<file path="src/sv/msi_vector_controller_assert.svh">
// Assertion macros shared by the controller modules.
// Each expects clk and rst_n in the enclosing module.
`ifndef MSI_VECTOR_CONTROLLER_ASSERT_SVH
`define MSI_VECTOR_CONTROLLER_ASSERT_SVH

// Same-cycle implication
`define MSIVC_ASSERT_NOW(label, ante, cons, msg) \
  label: assert property (@(posedge clk) disable iff (!rst_n) (ante) |-> (cons)) \
    else $error(msg);

// Next-cycle implication
`define MSIVC_ASSERT_NEXT(label, ante, cons, msg) \
  label: assert property (@(posedge clk) disable iff (!rst_n) (ante) |=> (cons)) \
    else $error(msg);

`endif

</file>
<file path="src/sv/msivc_pkg.sv">
package msivc_pkg;

  // Field widths
  localparam int unsigned ACTION_W    = 2;
  localparam int unsigned BLK_FIELD_W = 3;
  localparam int unsigned KIND_W      = 2;
  localparam int unsigned DATA_W      = 32;
  localparam int unsigned ADDR_W      = 64;
  localparam int unsigned VEC_W       = 16;

  // Controller geometry
  localparam int unsigned DEF_CTRL_COUNT   = 8;
  localparam int unsigned VECTORS_PER_CTRL = 32;
  localparam int unsigned VEC_SEL_W        = $clog2(VECTORS_PER_CTRL);
  localparam int unsigned VEC_BLK_W        = VEC_W - VEC_SEL_W;

  // Transaction type codes
  typedef enum logic [ACTION_W-1:0] {
    ACT_READ  = 2'd0,
    ACT_WRITE = 2'd1,
    ACT_MSI   = 2'd2
  } action_t;

  // Register select within a block
  typedef enum logic [KIND_W-1:0] {
    KIND_ENABLE = 2'd0,
    KIND_MASK   = 2'd1,
    KIND_STATUS = 2'd2
  } kind_t;

  // Decoded operation on the register bank
  typedef enum logic [1:0] {
    OP_NONE,
    OP_READ,
    OP_WRITE,
    OP_SET
  } op_t;

  // Decoder to bank request
  typedef struct packed {
    op_t                    op;
    kind_t                  kind;
    logic [BLK_FIELD_W-1:0] blk;
    logic [DATA_W-1:0]      data;
    logic                   claimed;
  } upd_t;

endpackage

</file>
<file path="src/sv/msi_vector_controller.sv">
// Channel  Dir  Handshake            Payload
// in_      in   in_valid / in_stall  action, ctrl_index, reg_kind, write_data,
//                                    msi_address, msi_vector
// out_     out  out_valid / out_stall read_data, msi_claimed, irq_out
// cfg_     in   cfg_wr_en            cfg_wr_data (MSI target address)
//
// One transaction per cycle sustained while out_stall is low; each passes the input
// register, then the result register, the block update being one read-modify-write.
// Synchronous active-low reset clears all enable, mask and status words and
// the target address.
// While out_stall holds a result, one more transaction is taken into the
// input register, then in_stall rises.
`include "msi_vector_controller_assert.svh"

module msi_vector_controller #(
  parameter int unsigned CTRL_COUNT = msivc_pkg::DEF_CTRL_COUNT
) (
  input  logic                              clk,
  input  logic                              rst_n,
  input  logic                              cfg_wr_en,
  input  logic [msivc_pkg::ADDR_W-1:0]      cfg_wr_data,
  input  logic                              in_valid,
  output logic                              in_stall,
  input  logic [msivc_pkg::ACTION_W-1:0]    in_action,
  input  logic [msivc_pkg::BLK_FIELD_W-1:0] in_ctrl_index,
  input  logic [msivc_pkg::KIND_W-1:0]      in_reg_kind,
  input  logic [msivc_pkg::DATA_W-1:0]      in_write_data,
  input  logic [msivc_pkg::ADDR_W-1:0]      in_msi_address,
  input  logic [msivc_pkg::VEC_W-1:0]       in_msi_vector,
  output logic                              out_valid,
  input  logic                              out_stall,
  output logic [msivc_pkg::DATA_W-1:0]      out_read_data,
  output logic                              out_msi_claimed,
  output logic                              out_irq_out
);

  logic [msivc_pkg::ADDR_W-1:0]      target_r;

  logic                              s1_valid_r, s1_valid_nxt;
  logic [msivc_pkg::ACTION_W-1:0]    s1_action_r;
  logic [msivc_pkg::BLK_FIELD_W-1:0] s1_ctrl_r;
  logic [msivc_pkg::KIND_W-1:0]      s1_kind_r;
  logic [msivc_pkg::DATA_W-1:0]      s1_wdata_r;
  logic [msivc_pkg::ADDR_W-1:0]      s1_addr_r;
  logic [msivc_pkg::VEC_W-1:0]       s1_vec_r;

  logic                              out_valid_r, out_valid_nxt;
  logic [msivc_pkg::DATA_W-1:0]      out_rdata_r;
  logic                              out_claimed_r;
  logic                              out_irq_r;

  logic                              adv;
  logic                              commit;
  msivc_pkg::upd_t                   upd;
  logic [msivc_pkg::DATA_W-1:0]      bank_rdata;
  logic                              bank_irq;

  // Flow control
  assign adv          = !out_valid_r || !out_stall;
  assign commit       = s1_valid_r && adv;
  assign in_stall     = s1_valid_r && !adv;
  assign s1_valid_nxt = in_stall ? s1_valid_r : in_valid;
  assign out_valid_nxt = adv ? s1_valid_r : out_valid_r;

  // Target address register
  always_ff @(posedge clk) begin
    if (!rst_n) begin
      target_r <= '0;
    end else if (cfg_wr_en) begin
      target_r <= cfg_wr_data;
    end
  end

  // Input register
  always_ff @(posedge clk) begin
    if (!rst_n) begin
      s1_valid_r <= 1'b0;
    end else begin
      s1_valid_r <= s1_valid_nxt;
    end
  end

  always_ff @(posedge clk) begin
    if (in_valid && !in_stall) begin
      s1_action_r <= in_action;
      s1_ctrl_r   <= in_ctrl_index;
      s1_kind_r   <= in_reg_kind;
      s1_wdata_r  <= in_write_data;
      s1_addr_r   <= in_msi_address;
      s1_vec_r    <= in_msi_vector;
    end
  end

  msivc_decode #(
    .CTRL_COUNT (CTRL_COUNT)
  ) u_decode (
    .action      (s1_action_r),
    .ctrl_index  (s1_ctrl_r),
    .reg_kind    (s1_kind_r),
    .write_data  (s1_wdata_r),
    .msi_address (s1_addr_r),
    .msi_vector  (s1_vec_r),
    .target_addr (target_r),
    .upd         (upd)
  );

  msivc_bank #(
    .CTRL_COUNT (CTRL_COUNT)
  ) u_bank (
    .clk       (clk),
    .rst_n     (rst_n),
    .commit    (commit),
    .upd       (upd),
    .read_data (bank_rdata),
    .irq       (bank_irq)
  );

  // Result register
  always_ff @(posedge clk) begin
    if (!rst_n) begin
      out_valid_r <= 1'b0;
    end else begin
      out_valid_r <= out_valid_nxt;
    end
  end

  always_ff @(posedge clk) begin
    if (commit) begin
      out_rdata_r   <= bank_rdata;
      out_claimed_r <= upd.claimed;
      out_irq_r     <= bank_irq;
    end
  end

  assign out_valid       = out_valid_r;
  assign out_read_data   = out_rdata_r;
  assign out_msi_claimed = out_claimed_r;
  assign out_irq_out     = out_irq_r;

  `MSIVC_ASSERT_NEXT(a_commit_shows, commit, out_valid_r, "committed transaction lost")
  `MSIVC_ASSERT_NOW(a_claim_rd, out_valid_r && out_claimed_r, out_rdata_r == '0, "bad read data")
  `MSIVC_ASSERT_NOW(a_stall_full, in_stall, s1_valid_r && out_valid_r, "stall with free space")

endmodule

</file>
<file path="src/sv/msivc_decode.sv">
module msivc_decode #(
  parameter int unsigned CTRL_COUNT = msivc_pkg::DEF_CTRL_COUNT
) (
  input  logic [msivc_pkg::ACTION_W-1:0]    action,
  input  logic [msivc_pkg::BLK_FIELD_W-1:0] ctrl_index,
  input  logic [msivc_pkg::KIND_W-1:0]      reg_kind,
  input  logic [msivc_pkg::DATA_W-1:0]      write_data,
  input  logic [msivc_pkg::ADDR_W-1:0]      msi_address,
  input  logic [msivc_pkg::VEC_W-1:0]       msi_vector,
  input  logic [msivc_pkg::ADDR_W-1:0]      target_addr,
  output msivc_pkg::upd_t                   upd
);

  localparam logic [msivc_pkg::BLK_FIELD_W:0] BLK_LIM =
    (msivc_pkg::BLK_FIELD_W + 1)'(CTRL_COUNT);
  localparam logic [msivc_pkg::VEC_BLK_W-1:0] VEC_BLK_LIM =
    msivc_pkg::VEC_BLK_W'(CTRL_COUNT);

  logic blk_ok;
  logic msi_hit;

  assign blk_ok  = ({1'b0, ctrl_index} < BLK_LIM);
  assign msi_hit = (msi_address == target_addr) &&
                   (msi_vector[msivc_pkg::VEC_W-1:msivc_pkg::VEC_SEL_W] < VEC_BLK_LIM);

  // Turn the transaction into one bank operation
  always_comb begin
    upd         = '0;
    upd.op      = msivc_pkg::OP_NONE;
    upd.kind    = msivc_pkg::kind_t'(reg_kind);
    unique case (msivc_pkg::action_t'(action))
      msivc_pkg::ACT_READ: begin
        if (blk_ok) begin
          upd.op  = msivc_pkg::OP_READ;
          upd.blk = ctrl_index;
        end
      end
      msivc_pkg::ACT_WRITE: begin
        if (blk_ok) begin
          upd.op   = msivc_pkg::OP_WRITE;
          upd.blk  = ctrl_index;
          upd.data = write_data;
        end
      end
      msivc_pkg::ACT_MSI: begin
        if (msi_hit) begin
          upd.op      = msivc_pkg::OP_SET;
          upd.claimed = 1'b1;
          upd.blk     = msi_vector[msivc_pkg::VEC_SEL_W +: msivc_pkg::BLK_FIELD_W];
          upd.data    = msivc_pkg::DATA_W'(1) << msi_vector[msivc_pkg::VEC_SEL_W-1:0];
        end
      end
      default: begin
        upd.op = msivc_pkg::OP_NONE;
      end
    endcase
  end

endmodule

</file>
<file path="src/sv/msivc_bank.sv">
`include "msi_vector_controller_assert.svh"

module msivc_bank #(
  parameter int unsigned CTRL_COUNT = msivc_pkg::DEF_CTRL_COUNT
) (
  input  logic                         clk,
  input  logic                         rst_n,
  input  logic                         commit,
  input  msivc_pkg::upd_t              upd,
  output logic [msivc_pkg::DATA_W-1:0] read_data,
  output logic                         irq
);

  localparam int unsigned BLK_W = (CTRL_COUNT > 1) ? $clog2(CTRL_COUNT) : 1;

  logic [msivc_pkg::DATA_W-1:0] en_r   [CTRL_COUNT];
  logic [msivc_pkg::DATA_W-1:0] mask_r [CTRL_COUNT];
  logic [msivc_pkg::DATA_W-1:0] stat_r [CTRL_COUNT];
  logic [CTRL_COUNT-1:0]        pend_r;

  logic [BLK_W-1:0]             idx;
  logic                         touch;
  logic [msivc_pkg::DATA_W-1:0] cur_en, cur_mask, cur_stat;
  logic [msivc_pkg::DATA_W-1:0] new_en, new_mask, new_stat;
  logic                         new_pend;
  logic [CTRL_COUNT-1:0]        pend_after;
  logic [CTRL_COUNT-1:0]        pend_chk;

  assign idx      = upd.blk[BLK_W-1:0];
  assign touch    = (upd.op == msivc_pkg::OP_WRITE) || (upd.op == msivc_pkg::OP_SET);
  assign cur_en   = en_r[idx];
  assign cur_mask = mask_r[idx];
  assign cur_stat = stat_r[idx];

  // Read-modify-write of the addressed block
  always_comb begin
    new_en   = cur_en;
    new_mask = cur_mask;
    new_stat = cur_stat;
    if (upd.op == msivc_pkg::OP_WRITE) begin
      unique case (upd.kind)
        msivc_pkg::KIND_ENABLE: new_en   = upd.data;
        msivc_pkg::KIND_MASK:   new_mask = upd.data;
        msivc_pkg::KIND_STATUS: new_stat = cur_stat & ~upd.data;
        default:                new_en   = cur_en;
      endcase
    end else if (upd.op == msivc_pkg::OP_SET) begin
      new_stat = cur_stat | (upd.data & cur_en);
    end
  end

  assign new_pend = |(new_stat & ~new_mask);

  // Register read
  always_comb begin
    read_data = '0;
    if (upd.op == msivc_pkg::OP_READ) begin
      unique case (upd.kind)
        msivc_pkg::KIND_ENABLE: read_data = cur_en;
        msivc_pkg::KIND_MASK:   read_data = cur_mask;
        msivc_pkg::KIND_STATUS: read_data = cur_stat;
        default:                read_data = '0;
      endcase
    end
  end

  // Combined interrupt as it stands after this transaction
  always_comb begin
    for (int i = 0; i < CTRL_COUNT; i++) begin
      pend_after[i] = (touch && (BLK_W'(i) == idx)) ? new_pend : pend_r[i];
    end
  end

  assign irq = |pend_after;

  // State update
  always_ff @(posedge clk) begin
    if (!rst_n) begin
      for (int i = 0; i < CTRL_COUNT; i++) begin
        en_r[i]   <= '0;
        mask_r[i] <= '0;
        stat_r[i] <= '0;
      end
      pend_r <= '0;
    end else if (commit && touch) begin
      en_r[idx]   <= new_en;
      mask_r[idx] <= new_mask;
      stat_r[idx] <= new_stat;
      pend_r[idx] <= new_pend;
    end
  end

  // Per-block pending recomputed from the words, for checking only
  always_comb begin
    for (int i = 0; i < CTRL_COUNT; i++) begin
      pend_chk[i] = |(stat_r[i] & ~mask_r[i]);
    end
  end

  `MSIVC_ASSERT_NOW(a_pend_match, 1'b1, pend_r == pend_chk, "pending bits out of sync")
  `MSIVC_ASSERT_NEXT(a_pend_hold, !commit, $stable(pend_r), "pending changed without commit")
  `MSIVC_ASSERT_NOW(a_rd_zero, upd.op != msivc_pkg::OP_READ, read_data == '0, "stray read data")

endmodule

</file>
<file path="config.mk">
export PLATFORM = sky130hd
export DESIGN_NAME = msi_vector_controller
export DESIGN_NICKNAME = d
export VERILOG_FILES = /design/src/sv/msivc_pkg.sv /design/src/sv/msi_vector_controller.sv /design/src/sv/msivc_decode.sv /design/src/sv/msivc_bank.sv
export VERILOG_INCLUDE_DIRS = /design/src /design/src/sv
export SDC_FILE = /design/constraint.sdc
export NUM_CORES = 2
export LEC_CHECK = 0
export ABC_CLOCK_PERIOD_IN_PS = 31000
export BUFFER_PORTS_ARGS = -buffer_cell sky130_fd_sc_hd__buf_2
export CAP_MARGIN = 25
export CORE_ASPECT_RATIO = 0.9
export CORE_MARGIN = 2
export CORE_UTILIZATION = 35
export CTS_CLUSTER_SIZE = 28
export DETAILED_ROUTE_END_ITERATION = 10
export SYNTH_ARGS = -nofsm -noshare
export SYNTH_HDL_FRONTEND = slang
export SYNTH_SLANG_ARGS = --single-unit
</file>
<file path="constraint.sdc">
create_clock -name clk -period 31 [get_ports clk]
set_input_delay 3.1 -clock clk [delete_from_list [all_inputs] [get_ports clk]]
set_output_delay 3.1 -clock clk [all_outputs]
set_load 0.01 [all_outputs]
</file>
==> results by group <==
Drt
  – Drt via density: 6.007
  – Vias: roughly 35000
  – WL/cell: 28.84 um
  – # DRC: 0
  – Final ANT Viol Nets: 0
  – Drt pass-1 iters: 9
  – Total wire length: 168000 um
  – Starting DRT DRC Count: 5567

Clock tree
  – Clock latency on the worst-skew pair: approximately 740 ps
  – CTS H-tree depth: 3
  – Reg clk slew, reported paths: 60 ps
  – Max clock buf depth: 3
  – TritonCTS Buffers: just over 100
  – Clock sink count: 995
  – CTS tree: built
  – Setup repair bufs after CTS: 0
  – Post-CTS sizing: 0
  – CTS Hold Bufs: 0
  – CTS root buffer: clkbuf_16

Synthesis
  – Cells after synthesis: 3893
  – Syn nets: 4086
  – Dominant cell type by area after synthesis: edfxtp_1
  – Post-synth top cells: edfxtp_1, nor2_1, nand2_1, clkbuf_1, a21oi_1
  – Seq/Total Area, Yosys: 64.35%
  – Post-synthesis sequential element count: roughly 1000
  – Avg Cell Area, Syn: between 10 and 15 um^2
  – Post-synth EDFFs: 921
  – Ys async rst share: 0%
  – Synth top area cells: edfxtp_1, nor2_1, dfxtp_1
  – Count leader, synth: edfxtp_1
  – Synth top area share: 61.08%
  – Unique masters post-synth: 83
  – Dominant synthesized flop cell: edfxtp_1
  – Ys Warns: 0
  – Synthesized cell area: 45280 um^2

Timing
  – Worst rel slew slack: ~22%
  – Unrepaired setup endpoints after global routing: no
  – Worst-margin pin slew: 1167 ps
  – Final setup viols: 0
  – Final hold viol count: 0
  – Final period utilization: 23.50%
  – FMAX: approximately 140 MHz
  – Setup TNS: 0 ps
  – Fin crit period: between 7000 and 8000 ps
  – Clock skew: 39.95 ps
  – Slew Limit Fails: 0
  – Setup ws final: 23720 ps

Min path
  – Worst hold path endpoint: u_bank.pend_r[2]
  – Hold/Removal Path Class: flop to flop
  – Hold Path Stages: 2
  – Hold_sp: u_bank.pend_r[2]

Power and ir drop
  – Clock share of power: 40.7%
  – Internal power: 0.002372 W
  – Psw: about 0.00085 W
  – Gate power share: 11.4%
  – P per Cell Area: 61.93 nW/um^2
  – Switching share of power: 26.35%
  – VDD IR-drop max: 0.00004880 V
  – Sequential share of power: 47.9%
  – Pwr Total: 0.003220 W
  – Leakage power: between 15 and 20 nW

Global route
  – Total track usage: 24.61%
  – First-pass GRT wire length: approximately 240000 um
  – Global route overflow: 0
  – Initial antenna violation count: 12
  – GR Util met3: 6.830%
  – M1 GR Usage: 34.42%
  – Global Route met2 Usage: 36.03%
  – Number of global-route vias before repair: 33133
  – Pin count of the biggest net entering global routing: 127
  – Most Crowded Layer GR: met2

Layout
  – Layout cells sized above 1: 15.24%
  – Area growth from synthesis to layout: 14.82%
  – NumNets Final: around 4200
  – Final instance area: 51990 um^2

Setup path
  – Worst r2r src: s1_addr_r[3]
  – Worst setup path category: flop to flop
  – Max stage delay on crit path: just over 800 ps
  – Req. time, crit path: 31460 ps
  – Largest delay share family, worst path: simple AND/OR/NAND/NOR gates
  – Worst R2R End: out_irq_out
  – Arr. time, crit path: 7750 ps
  – Critical Path Sink Type: flop
  – CP Buf/Inv Count: 3
  – R2R setup slack: 23720 ps
  – Critical-path cell list: xor2_1, nor4_1, nand4_1, nor4_2, a21oi_4, buf_4, nand2_4, buf_4, buf_4, o221ai_1, o22a_1, a21oi_1, o22a_1, o2111ai_1, nor4_4, o21ai_1
  – Setup crit start kind: flop
  – Crit Path Max Fanout: 64
  – Reg2reg path depth: 16
  – CP max stage cell: nor4_1
  – Top cell by count, worst path: buf_4

Placement
  – Pre-CTS WS: 23470 ps
  – Final Wtd Congestion: 0.9083
  – HPWL Detailed: just under 100000 um
  – Port buffer count: roughly 220
  – Post-Place Cell Area: 48360 um^2

Floorplan
  – Die X: between 300 and 400 um
  – IO Pins: between 200 and 250
  – Die ar.: about 130000 um^2
  – Initial core utilization: 35.18%
  – Die H: 345.2 um
  – Core Rows: approximately 130
  – Core Area: 128700 um^2

Run status
  – Status: finished, final reports clean

Job
  – Max Cap Violations: 0
==> per-stage QoR <==
| stage | std cells | util (%) | hold slack (ps) |
|---|---|---|---|
| after floorplan | 3893 | - | 448.7 |
| after CTS | 5807 | 40.29 | 471.4 |
| after global routing | 5822 | 40.39 | 502.0 |
| final | 5825 | 40.39 | 478.1 |
| after global placement | 5612 | 37.50 | 458.1 |
| after detailed placement | 5618 | 37.57 | 460.8 |
==> state kept, by name, indices dropped and copies added, names as in the netlist, 16 cells and up <==
register,count
u_bank.en_r,256
u_bank.mask_r,256
u_bank.stat_r,256
s1_addr_r,64
target_r,64
out_read_data,32
s1_wdata_r,32
s1_vec_r,16
==> cells in the final DEF (no fill, tap or decap), types with 33 or more instances in the layout <==
cell type,netlist,final
mux2_2,76,76
edfxtp_1,921,921
dfxtp_1,74,74
o32ai_1,33,33
buf_4,8,86
nand2_1,255,250
nor4_1,35,35
a21oi_1,135,133
and2_1,36,36
o311a_1,36,36
clkbuf_16,0,104
nand3_1,47,41
mux2i_1,132,132
nor2b_1,61,60
buf_2,51,225
nor3_1,93,90
o221ai_1,44,44
inv_1,60,58
o21ai_0,114,107
nor2_1,852,848
o22ai_1,60,60
nand2b_1,40,40
a211oi_1,54,54
==> power by group through the flow <==
stage | Sequential, W | Clock [W] | Combinational, W
final | 0.00154 | 0.00131 | 0.000368
after floorplan | 0.00158 | 0 | 0.000211
after CTS | 0.00154 | 0.00132 | 0.000354
after detailed placement | 0.00157 | 0 | 0.000353
after global routing | 0.00155 | 0.00137 | 0.000384
after global placement | 0.00157 | 0 | 0.000350
==> layer usage <==
metal,up-vias,wire (um)
met5,-,42
met4,6,6858
met3,463,22690
met2,2523,72410
met1,17305,66010
li1,14696,-
==> worst reg2reg max path, stage by stage (launching register included) <==
cell	delay [ps]
edfxtp_1	380
xor2_1	160
nor4_1	810
nand4_1	400
nor4_2	730
a21oi_4	100
buf_4	260
nand2_4	100
buf_4	750
buf_4	770
o221ai_1	430
o22a_1	370
a21oi_1	290
o22a_1	230
o2111ai_1	370
nor4_4	740
o21ai_1	150
==> layout make-up <==
type	instances	area [um^2]
Antenna cell	10	25.02
Clock buffer	133	2841
Clock inverter	56	651.9
Fill cell	12130	76720
Inverter	63	236.5
Multi-Input combinational cell	2531	14960
Sequential cell	995	29140
Tap cell	1714	2145
Timing Repair Buffer	323	1998
==> cell families (layout without fill, tap and decap cells) <==
| logic type | after synthesis | after routing | synth area share [%] |
|---|---|---|---|
| other cells | 0 | 10 | 0 |
| buf+inv | 367 | 575 | 3.365 |
| compound gates | 777 | 777 | 12.21 |
| flops | 995 | 995 | 64.35 |
| xor+xnor | 37 | 37 | 0.7157 |
| simple gates | 1503 | 1503 | 14.39 |
| fa+ha+maj | 5 | 5 | 0.1382 |
| mux | 209 | 209 | 4.833 |
==> worst max path at each step <==
stage,start,endpoint,slack [ps],cells past startpoint
after detailed placement,s1_addr_r[3],out_irq_out,23470,16
after global routing,s1_addr_r[3],out_irq_out,23490,18
after floorplan,out_stall,u_bank.en_r[4][0],18950,5
after global placement,s1_addr_r[3],out_irq_out,23560,16
final,s1_addr_r[3],out_irq_out,23720,16
after CTS,s1_addr_r[3],out_irq_out,23440,16
Note: power is estimated with default switching activity, not from simulation.
